$ cat src/qob_pkg.sv
// Shared constants, types and the sequencer program for the queue offset balancer update.
// No dependencies; imported by the interfaces and by every module of the block.
`default_nettype none

package qob_pkg;

  // Field widths
  localparam int THETA_W = 16;
  localparam int QLEN_W  = 16;
  localparam int DT_W    = 17;
  localparam int OFF_W   = 32;
  localparam int REP_W   = 3;
  localparam int FRAC_W  = 16;

  localparam int DEF_MAX_REPLICAS = 8;

  // dt above 1.0 (Q1.16) is clamped
  localparam logic [DT_W-1:0] DT_ONE = DT_W'(65536);

  // Datapath widths: |error| operand, product, dividend, divisor, offset sum
  localparam int MB_W   = 33;
  localparam int PROD_W = DT_W + MB_W;
  localparam int DVD_W  = PROD_W + 1 - FRAC_W;
  localparam int DVS_W  = 9;
  localparam int SAT_W  = DVD_W + 2;

  // Rounding biases: step one divides by 10*n*2^15 = 5n*2^16 (divider after
  // the 2^16 shift), step two by 100*2^16
  localparam int BIAS1  = 163840;
  localparam int BIAS2  = 3276800;
  localparam int DIV1_K = 5;

  // Step two: 100*2^16 = 25*2^18, so shift by 2^18, then multiply by
  // ceil(2^36/25) and keep the bits above 2^36 (exact for any 32-bit operand)
  localparam int              Y2_SH   = FRAC_W + 2;
  localparam int              Y2_W    = 32;
  localparam int              REC2_SH = 36;
  localparam logic [Y2_W-1:0] REC2_M  = 32'd2748779070;
  localparam int              REC_Q_W = 2 * Y2_W - REC2_SH;

  localparam int PC_W = 4;

  typedef enum logic [3:0] {
    OP_NOP,
    OP_ERR,
    OP_MUL1,
    OP_DIV1,
    OP_OFF1,
    OP_DIFF,
    OP_MUL2,
    OP_DIV2,
    OP_REC,
    OP_EMIT,
    OP_NEXT
  } op_t;

  typedef enum logic [2:0] {
    J_NEVER,
    J_ALWAYS,
    J_LOAD,
    J_DIV_BUSY,
    J_OUT_BUSY,
    J_LAST
  } cond_t;

  typedef struct packed {
    op_t             op;
    cond_t           cond;
    logic [PC_W-1:0] target;
  } ctrl_t;

  typedef struct packed {
    logic             start;
    logic [DVD_W-1:0] dividend;
    logic [DVS_W-1:0] divisor;
  } div_req_t;

  typedef struct packed {
    logic             busy;
    logic [DVD_W-1:0] quotient;
  } div_rsp_t;

  // Program entry points
  localparam logic [PC_W-1:0] PC_LOAD    = PC_W'(0);
  localparam logic [PC_W-1:0] PC_REPLICA = PC_W'(1);
  localparam logic [PC_W-1:0] PC_WAIT1   = PC_W'(5);
  localparam logic [PC_W-1:0] PC_EMIT    = PC_W'(11);

  // Control store: one word per step; jump to target when the condition holds
  function automatic ctrl_t ucode(input logic [PC_W-1:0] pc);
    ctrl_t w;
    w = '{op: OP_NOP, cond: J_ALWAYS, target: PC_LOAD};
    case (pc)
      4'd0:  w = '{op: OP_NOP,  cond: J_LOAD,     target: PC_LOAD};
      4'd1:  w = '{op: OP_NOP,  cond: J_NEVER,    target: PC_LOAD};
      4'd2:  w = '{op: OP_ERR,  cond: J_NEVER,    target: PC_LOAD};
      4'd3:  w = '{op: OP_MUL1, cond: J_NEVER,    target: PC_LOAD};
      4'd4:  w = '{op: OP_DIV1, cond: J_NEVER,    target: PC_LOAD};
      4'd5:  w = '{op: OP_NOP,  cond: J_DIV_BUSY, target: PC_WAIT1};
      4'd6:  w = '{op: OP_OFF1, cond: J_NEVER,    target: PC_LOAD};
      4'd7:  w = '{op: OP_DIFF, cond: J_NEVER,    target: PC_LOAD};
      4'd8:  w = '{op: OP_MUL2, cond: J_NEVER,    target: PC_LOAD};
      4'd9:  w = '{op: OP_DIV2, cond: J_NEVER,    target: PC_LOAD};
      4'd10: w = '{op: OP_REC,  cond: J_NEVER,    target: PC_LOAD};
      4'd11: w = '{op: OP_EMIT, cond: J_OUT_BUSY, target: PC_EMIT};
      4'd12: w = '{op: OP_NEXT, cond: J_LAST,     target: PC_LOAD};
      4'd13: w = '{op: OP_NOP,  cond: J_ALWAYS,   target: PC_REPLICA};
      default: w = '{op: OP_NOP, cond: J_ALWAYS,  target: PC_LOAD};
    endcase
    return w;
  endfunction

  // Clamp a wide signed sum to the signed 32-bit offset range
  function automatic logic signed [OFF_W-1:0] sat_off(input logic signed [SAT_W-1:0] v);
    logic ovf;
    ovf = (v[SAT_W-1:OFF_W-1] != {(SAT_W-OFF_W+1){1'b0}}) &&
          (v[SAT_W-1:OFF_W-1] != {(SAT_W-OFF_W+1){1'b1}});
    if (!ovf) begin
      return v[OFF_W-1:0];
    end else if (v[SAT_W-1]) begin
      return {1'b1, {(OFF_W-1){1'b0}}};
    end else begin
      return {1'b0, {(OFF_W-1){1'b1}}};
    end
  endfunction

endpackage

`default_nettype wire

$ cat src/qob_in_if.sv
// Request channel carrying one replica's theta, queue length, time step and batch mark.
// Depends on qob_pkg for field widths.
`default_nettype none

interface qob_in_if;
  import qob_pkg::*;

  logic                valid;
  logic                ready;
  logic [THETA_W-1:0]  theta;
  logic [QLEN_W-1:0]   queue_length;
  logic [DT_W-1:0]     dt;
  logic                last;

  modport source (output valid, theta, queue_length, dt, last, input ready);
  modport sink   (input valid, theta, queue_length, dt, last, output ready);
endinterface

`default_nettype wire

$ cat src/qob_out_if.sv
// Result channel carrying one replica's updated queue offset.
// Depends on qob_pkg for field widths.
`default_nettype none

interface qob_out_if;
  import qob_pkg::*;

  logic                    valid;
  logic                    ready;
  logic [REP_W-1:0]        replica;
  logic signed [OFF_W-1:0] offset;
  logic                    last_out;

  modport source (output valid, replica, offset, last_out, input ready);
  modport sink   (input valid, replica, offset, last_out, output ready);
endinterface

`default_nettype wire

$ cat src/qob_div.sv
// Restoring divider, one quotient bit per cycle, used by the first update step.
// Depends on qob_pkg for widths and the request/response structs.
`default_nettype none

module qob_div (
  input  wire logic             clk,
  input  wire logic             rst,
  input  wire qob_pkg::div_req_t req,
  output qob_pkg::div_rsp_t      rsp
);
  import qob_pkg::*;

  localparam int CNT_W = $clog2(DVD_W + 1);

  logic             busy;
  logic [CNT_W-1:0] cnt;
  logic [DVD_W-1:0] dvd;
  logic [DVS_W-1:0] dvs;
  logic [DVS_W-1:0] rem;
  logic [DVS_W:0]   trial;
  logic             qbit;

  // Shift in the next dividend bit and try the subtraction
  assign trial = {rem, dvd[DVD_W-1]};
  assign qbit  = (trial >= {1'b0, dvs});

  // Iteration control
  always_ff @(posedge clk) begin
    if (rst) begin
      busy <= 1'b0;
      cnt  <= '0;
    end else if (req.start) begin
      busy <= 1'b1;
      cnt  <= CNT_W'(DVD_W);
    end else if (busy) begin
      cnt <= cnt - CNT_W'(1);
      if (cnt == CNT_W'(1)) begin
        busy <= 1'b0;
      end
    end
  end

  // Partial remainder; quotient bits fill the dividend register from the bottom
  always_ff @(posedge clk) begin
    if (req.start) begin
      dvd <= req.dividend;
      dvs <= req.divisor;
      rem <= '0;
    end else if (busy) begin
      rem <= qbit ? DVS_W'(trial - {1'b0, dvs}) : DVS_W'(trial);
      dvd <= {dvd[DVD_W-2:0], qbit};
    end
  end

  assign rsp.busy     = busy;
  assign rsp.quotient = dvd;

endmodule

`default_nettype wire

$ cat src/queue_offset_balancer_update.sv
// Queue offset balancer update: top level with load logic, replica stores,
// microcoded update sequencer and output register. Depends on qob_pkg,
// qob_in_if, qob_out_if and qob_div.
//
//   channel  dir  payload                        handshake
//   item     in   theta, queue_length, dt, last  valid/ready
//   result   out  replica, offset, last_out      valid/ready
//
// Loading accepts one item per cycle; ready is high only while no batch is in update.
// After the closing item each replica is paced mostly by the 35-step divider of
// the first step, which holds the sequencer while it is busy; the second step
// divides by a constant with a reciprocal multiply. Reset (rst, synchronous) clears
// all offsets to zero and empties the batch. A stalled result holds the sequencer
// at the emit step; loading resumes once the last result of the batch is in the
// output register.
`default_nettype none

module queue_offset_balancer_update #(
  parameter int MAX_REPLICAS = qob_pkg::DEF_MAX_REPLICAS
) (
  input wire logic clk,
  input wire logic rst,
  qob_in_if.sink   item,
  qob_out_if.source result
);
  import qob_pkg::*;

  localparam int IDX_W = (MAX_REPLICAS > 1) ? $clog2(MAX_REPLICAS) : 1;
  localparam int CNT_W = $clog2(MAX_REPLICAS + 1);
  localparam int SUM_W = $clog2(MAX_REPLICAS * (2**THETA_W - 1) + 1);
  localparam int DIFF_W = MB_W + 1;

  // Sequencer
  logic [PC_W-1:0] pc;
  logic [PC_W-1:0] pc_next;
  ctrl_t           ctrl;
  logic            take;

  // Batch state
  logic [CNT_W-1:0] count;
  logic [SUM_W-1:0] sum;
  logic [DT_W-1:0]  dt_q;
  logic [IDX_W-1:0] idx;
  logic             idx_last;

  // Stores
  logic [THETA_W-1:0]      theta_mem [MAX_REPLICAS];
  logic [QLEN_W-1:0]       ql_mem    [MAX_REPLICAS];
  logic signed [OFF_W-1:0] off_mem   [MAX_REPLICAS];
  logic [MAX_REPLICAS-1:0] off_vld;
  logic [THETA_W-1:0]      theta_q;
  logic [QLEN_W-1:0]       ql_q;
  logic signed [OFF_W-1:0] off_q;
  logic                    off_vld_q;

  // Datapath
  logic                     accept;
  logic                     store_en;
  logic [IDX_W-1:0]         wr_idx;
  logic [CNT_W+THETA_W-1:0] nt_full;
  logic [SUM_W:0]           err;
  logic [SUM_W:0]           err_mag;
  logic [DIFF_W-1:0]        diff;
  logic [DIFF_W-1:0]        diff_mag;
  logic                     neg;
  logic [MB_W-1:0]          mag_b;
  logic [PROD_W-1:0]        prod;
  logic [PROD_W:0]          bias;
  logic [PROD_W:0]          acc;
  logic [Y2_W-1:0]          y2;
  logic [2*Y2_W-1:0]        rec_prod;
  logic [REC_Q_W-1:0]       q2;
  logic signed [SAT_W-1:0]  q_s;
  logic signed [SAT_W-1:0]  q2_s;
  logic signed [SAT_W-1:0]  off_cur_x;
  logic signed [SAT_W-1:0]  off1_x;
  logic signed [OFF_W-1:0]  off1;
  logic signed [OFF_W-1:0]  off2;
  logic                     out_busy;
  logic                     emit;
  div_req_t                 dreq;
  div_rsp_t                 drsp;

  qob_div u_div (
    .clk (clk),
    .rst (rst),
    .req (dreq),
    .rsp (drsp)
  );

  // Control word and next step
  assign ctrl = ucode(pc);

  always_comb begin
    case (ctrl.cond)
      J_NEVER:    take = 1'b0;
      J_ALWAYS:   take = 1'b1;
      J_LOAD:     take = !(accept && item.last);
      J_DIV_BUSY: take = drsp.busy;
      J_OUT_BUSY: take = out_busy;
      J_LAST:     take = idx_last;
      default:    take = 1'b1;
    endcase
    pc_next = take ? ctrl.target : pc + PC_W'(1);
  end

  // Load side
  assign item.ready = (ctrl.cond == J_LOAD);
  assign accept     = item.valid && item.ready;
  assign store_en   = accept && (count < CNT_W'(MAX_REPLICAS));
  assign wr_idx     = count[IDX_W-1:0];
  assign idx_last   = ((CNT_W'(idx) + CNT_W'(1)) == count);

  // Step one error n*theta - sum, kept exact
  assign nt_full = count * theta_q;
  assign err     = {1'b0, SUM_W'(nt_full)} - {1'b0, sum};
  assign err_mag = err[SUM_W] ? -err : err;

  // Step two difference offset - queue_length*2^16
  assign off1_x   = {{(SAT_W-OFF_W){off1[OFF_W-1]}}, off1};
  assign diff     = DIFF_W'(off1_x) - {1'b0, ql_q, {FRAC_W{1'b0}}};
  assign diff_mag = diff[DIFF_W-1] ? -diff : diff;

  // Rounding bias for the active step; divider request for step one
  always_comb begin
    if (ctrl.op == OP_DIV1) begin
      bias = (PROD_W+1)'(count) * (PROD_W+1)'(BIAS1);
    end else begin
      bias = (PROD_W+1)'(BIAS2);
    end
    acc           = {1'b0, prod} + bias;
    dreq.divisor  = DVS_W'(count) * DVS_W'(DIV1_K);
    dreq.dividend = acc[PROD_W:FRAC_W];
    dreq.start    = (ctrl.op == OP_DIV1);
  end

  // Step two quotient by 25 through the reciprocal
  assign rec_prod = y2 * REC2_M;

  // Signed quotients and the two offset updates
  assign q_s       = neg ? -{2'b00, drsp.quotient} : {2'b00, drsp.quotient};
  assign q2_s      = neg ? -SAT_W'(q2) : SAT_W'(q2);
  assign off_cur_x = off_vld_q ? {{(SAT_W-OFF_W){off_q[OFF_W-1]}}, off_q} : '0;
  assign off2      = sat_off(off1_x - q2_s);

  assign out_busy = result.valid && !result.ready;
  assign emit     = (ctrl.op == OP_EMIT) && !out_busy;

  // Sequencer and batch control
  always_ff @(posedge clk) begin
    if (rst) begin
      pc    <= PC_LOAD;
      count <= '0;
      sum   <= '0;
      dt_q  <= '0;
      idx   <= '0;
    end else begin
      pc <= pc_next;
      if (store_en) begin
        count <= count + CNT_W'(1);
        sum   <= sum + SUM_W'(item.theta);
      end
      if (accept && item.last) begin
        dt_q <= (item.dt > DT_ONE) ? DT_ONE : item.dt;
      end
      if (ctrl.op == OP_NEXT) begin
        if (idx_last) begin
          idx   <= '0;
          count <= '0;
          sum   <= '0;
        end else begin
          idx <= idx + IDX_W'(1);
        end
      end
    end
  end

  // Datapath registers
  always_ff @(posedge clk) begin
    case (ctrl.op)
      OP_ERR: begin
        neg   <= err[SUM_W];
        mag_b <= MB_W'(err_mag[SUM_W-1:0]);
      end
      OP_MUL1, OP_MUL2: begin
        prod <= dt_q * mag_b;
      end
      OP_OFF1: begin
        off1 <= sat_off(off_cur_x + q_s);
      end
      OP_DIFF: begin
        neg   <= diff[DIFF_W-1];
        mag_b <= diff_mag[MB_W-1:0];
      end
      OP_DIV2: begin
        y2 <= acc[Y2_SH+Y2_W-1:Y2_SH];
      end
      OP_REC: begin
        q2 <= rec_prod[2*Y2_W-1:REC2_SH];
      end
      default: begin
      end
    endcase
  end

  // Replica stores: written on load or emit, read at the current replica
  always_ff @(posedge clk) begin
    if (store_en) begin
      theta_mem[wr_idx] <= item.theta;
      ql_mem[wr_idx]    <= item.queue_length;
    end
    if (emit) begin
      off_mem[idx] <= off2;
    end
    theta_q <= theta_mem[idx];
    ql_q    <= ql_mem[idx];
    off_q   <= off_mem[idx];
  end

  // Offsets read as zero until first written
  always_ff @(posedge clk) begin
    if (rst) begin
      off_vld   <= '0;
      off_vld_q <= 1'b0;
    end else begin
      if (emit) begin
        off_vld[idx] <= 1'b1;
      end
      off_vld_q <= off_vld[idx];
    end
  end

  // Output register
  always_ff @(posedge clk) begin
    if (rst) begin
      result.valid <= 1'b0;
    end else if (emit) begin
      result.valid <= 1'b1;
    end else if (result.ready) begin
      result.valid <= 1'b0;
    end
  end

  always_ff @(posedge clk) begin
    if (emit) begin
      result.replica  <= REP_W'(idx);
      result.offset   <= off2;
      result.last_out <= idx_last;
    end
  end

endmodule

`default_nettype wire
$ cat src/flat_wrapper.sv
// flat-port wrapper written by rule: the top's interface ports become plain ports
module queue_offset_balancer_update_flat import qob_pkg::*;
#(
  parameter int MAX_REPLICAS = qob_pkg::DEF_MAX_REPLICAS
)
  (clk, rst, item_valid, item_theta, item_queue_length, item_dt, item_last, item_ready, result_valid, result_replica, result_offset, result_last_out, result_ready);
  qob_in_if item_i ();
  qob_out_if result_i ();
  input wire logic clk;
  input wire logic rst;
  input wire logic [$bits(item_i.valid)-1:0] item_valid;
  input wire logic [$bits(item_i.theta)-1:0] item_theta;
  input wire logic [$bits(item_i.queue_length)-1:0] item_queue_length;
  input wire logic [$bits(item_i.dt)-1:0] item_dt;
  input wire logic [$bits(item_i.last)-1:0] item_last;
  output wire logic [$bits(item_i.ready)-1:0] item_ready;
  output wire logic [$bits(result_i.valid)-1:0] result_valid;
  output wire logic [$bits(result_i.replica)-1:0] result_replica;
  output wire logic [$bits(result_i.offset)-1:0] result_offset;
  output wire logic [$bits(result_i.last_out)-1:0] result_last_out;
  input wire logic [$bits(result_i.ready)-1:0] result_ready;
  assign item_i.valid = item_valid;
  assign item_i.theta = item_theta;
  assign item_i.queue_length = item_queue_length;
  assign item_i.dt = item_dt;
  assign item_i.last = item_last;
  assign item_ready = item_i.ready;
  assign result_valid = result_i.valid;
  assign result_replica = result_i.replica;
  assign result_offset = result_i.offset;
  assign result_last_out = result_i.last_out;
  assign result_i.ready = result_ready;
  queue_offset_balancer_update #(.MAX_REPLICAS(MAX_REPLICAS)) u_core (.clk(clk), .rst(rst), .item(item_i), .result(result_i));
endmodule
$ cat config.mk
export PLATFORM = sky130hd
export DESIGN_NAME = queue_offset_balancer_update_flat
export DESIGN_NICKNAME = d
export VERILOG_FILES = /design/src/qob_pkg.sv /design/src/qob_in_if.sv /design/src/qob_out_if.sv /design/src/qob_div.sv /design/src/queue_offset_balancer_update.sv /design/src/flat_wrapper.sv
export SDC_FILE = /design/constraint.sdc
export NUM_CORES = 2
export LEC_CHECK = 0
export BUFFER_PORTS_ARGS = -buffer_cell sky130_fd_sc_hd__buf_2
export CAP_MARGIN = 20
export CORE_ASPECT_RATIO = 1.25
export CORE_MARGIN = 2
export CORE_UTILIZATION = 55
export DETAILED_ROUTE_END_ITERATION = 8
export HOLD_SLACK_MARGIN = 0.1
export MAX_ROUTING_LAYER = met4
export PLACE_DENSITY = 0.73
export SETUP_SLACK_MARGIN = 0.5
export SLEW_MARGIN = 20
export SYNTH_ARGS = -nofsm -noshare
export SYNTH_HDL_FRONTEND = slang
export SYNTH_SLANG_ARGS = --single-unit
$ cat constraint.sdc
create_clock -name clk -period 7.4 [get_ports clk]
set_clock_uncertainty 0.1 [all_clocks]
set_input_delay 1.48 -clock clk [delete_from_list [all_inputs] [get_ports clk]]
set_output_delay 1.48 -clock clk [all_outputs]
set_load 0.03 [all_outputs]
==> impl_metrics.yaml <==
synthesis:
  synth_ff_type: "edfxtp_1"
  synth_cell_types: 88
  yosys-top-cells-area: "edfxtp_1 29%, fa_1 23%, ha_1 11%"
  synth_top_area_cell: "edfxtp_1"
  postSynthAreaPerCell_um2: 10.7
  yosysSeqAreaShare: 0.333
  synth.top_cell.area_share: 0.295
  synth-edff-count: 751
  yosysWarnings: 0
  synth_area_um2: 76500
  postSynth.asyncResetShare: 0
  synth_fp_nets: 8767
  ys_ff_latch: 898
  synthCells: 7135
setup_path:
  worst_path_max_delay_cell: "fa_1"
  crit_buf_inv: 6
  start_kind: "register"
  path_delay_family: "adder cells"
  arrival_ps: 7710
  crit_fanout: 4
  max_stage_delay_ps: 580
  path_common_cell: "fa_1"
  criticalPathCategory: "reg2reg"
  critPathRequiredTime_ps: 7760
  cp-end-kind: "register"
clock_network:
  clk_pin_slew_worst_paths_ps: 100
  clk_path_buf_depth: 3
  cts_buffers: 84
  clock_sinks: 898
  root_buffer: "clkbuf_16"
  cts_tree: "built"
  clk_latency_ps: 710
  h-tree-depth: 3
layout:
  final_cell_mix: "1333 x inv_1, 864 x fa_1, 751 x edfxtp_1, 669 x ha_1, 650 x nand2_1"
  drive_above_1_share: 0.115
  syn2layout_area_growth_pct: 12.1
  nNetsFinal: 9074
  final_common_cell: "inv_1"
run_status:
  status: "complete, no violations"
sta:
  period_share: 0.993
  max_slew_margin: 0.230
  worst_slack_ps: 52.0
  holdWs_ps: 373
  setup_violations: 0
  drv_slew: 0
  rsz0062_at_grt: "true"
  post-route-min-period_ps: 7350
  hold_viol_final: 0
  max_freq_ghz: 0.136
  tightestPinTransition_ps: 1160
routing:
  routed-wl-met3_um: 12900
  met2WireLength_um: 105000
  first_pass_iters: 8
  dr_total_vias: 54187
  wl_met1_um: 80500
  ant_nets: 0
  wl_per_cell_um: 22.4
  finalWirelength_um: 210000
  top_layer: "met4"
  viasPerCell: 5.78
  drt_iter0_markers: 4122
  drc: 0
power:
  peakVddDrop_mv: 0.262
  p_leak_nw: 38.2
  power.density_nw_per_um2: 278
place:
  dp_worst_setup_slack_ps: -120
  place_congestion: 1.02
  port_buffers: 91
  post-dp-hpwl_um: 159000
global_routing:
  grt_pass1_vias: 55918
  grt_overflow_total: 0
  grt_max_degree: 66
  antenna_found_initial: 11
  grtUsageTotal: 0.307
  grt_first_pass_wirelength_um: 321000
floorplanning:
  core_area_um2: 138000
  die_w_um: 337
  num_rows: 152
  die_area_um2: 142000
  die_h_um: 421
  pin_count: 92
  start_util: 0.555
run:
  cap_viol_max_count: 0
min_path:
  min_path_type: "reg2reg"
-- power by group --
group          total (mW)  internal (mW)  switching, mW  leakage (nW)
Clock                4.70           2.70           2.00          1.45
Sequential           7.07           6.68          0.389          8.01
Combinational        12.1           4.73           7.37          28.7
-- worst reg2reg max path: cells and delay by family, from the launching register on --
| family | cells | cell delay, ps |
|---|---|---|
| flip-flops | 1 | 430 |
| AO/OA/AOI/OAI | 4 | 630 |
| AND/OR/NAND/NOR | 6 | 1360 |
| buffers and inverters | 6 | 510 |
| adder cells (fa/ha/maj) | 9 | 4080 |
-- cells in the mapped netlist, types with 88 or more instances --
library cell / number
a21o_1: 126
a21oi_1: 252
a22oi_1: 273
and2_1: 255
clkbuf_1: 211
dfxtp_1: 147
edfxtp_1: 751
fa_1: 887
ha_1: 691
inv_1: 1350
nand2_1: 654
nand4_1: 88
nor2_1: 225
o21ai_0: 153
xnor2_1: 203
xor2_1: 121
-- cell type report --
class,count,area (um^2)
antenna,11,27.5
clock buffer,110,2360
clock inverter,47,622
fill,10863,52000
inverter,1351,5070
multi-input combinational,4644,46000
sequential,898,25500
tap,1848,2310
timing repair buffer,463,3780
-- timing repair --
item                       CTS  global route
gates cloned                 0             4
hold buffers                 0             0
gates resized for setup     86           153
setup endpoints to repair   84           354
buffers inserted            35            75
pin swaps                   36            57
-- sequential cells by signal (all words and copies together) (netlist names), 6 cells and up --
register,flops
u_core.ctrl,10
u_core.dt_q,17
u_core.mag_b,33
u_core.off1,32
u_core.off_mem,256
u_core.off_q,32
u_core.off_vld,8
u_core.prod,35
u_core.q2,28
u_core.ql_mem,128
u_core.ql_q,16
u_core.result.offset,32
u_core.sum,19
u_core.theta_mem,128
u_core.theta_q,16
u_core.u_div.cnt,6
u_core.u_div.dvd,35
u_core.u_div.dvs,7
u_core.u_div.rem,9
u_core.y2,32
-- metrics by stage --
stage / std cells / power (mW) / utilization / area, um^2 / TNS [ps]
2_1_floorplan: 7135 / 13.9 / - / 76500 / 0
3_3_place_gp: 9089 / 17.5 / 0.585 / 80600 / -33.5
3_5_place_dp: 9089 / 17.7 / 0.585 / 80600 / -407
4_1_cts: 9281 / 22.9 / 0.612 / 84300 / 0
5_1_grt: 9371 / 25.2 / 0.622 / 85700 / -436
6_report: 9372 / 23.9 / 0.622 / 85700 / 0
-- layer usage --
metal | GRT usage | up-vias
li1 | - | 24366
met1 | 0.369 | 27221
met2 | 0.511 | 2033
met3 | 0.0372 | 567
met4 | 0.156 | 0
met5 | - | -
-- final timing paths --
check / start / to / slack (ps) / depth (start not counted)
setup / recovery: u_core.y2[11] / u_core.q2[27] / 50 / 25
hold / removal: u_core.off_mem[1][24] / u_core.off_q[24] / 370 / 2
setup reg to reg: u_core.y2[11] / u_core.q2[27] / 50 / 25
hold reg to reg: u_core.off_mem[1][24] / u_core.off_q[24] / 370 / 2
-- logic make-up (layout without fill, tap and decap cells) --
group                      after synthesis  in the layout  synth area share
AOI/OAI and AO/OA                     1127           1130            0.0998
xor gates and xnor gates               324            324            0.0371
adders and majority gates             1578           1578             0.345
buffers and inverters                 1596           1971            0.0790
DFF                                    898            898             0.333
muxes                                   45             45           0.00622
other                                    0             11                 0
and+or+nand+nor                       1567           1567            0.0991
Power figures use the tool's default switching activity.
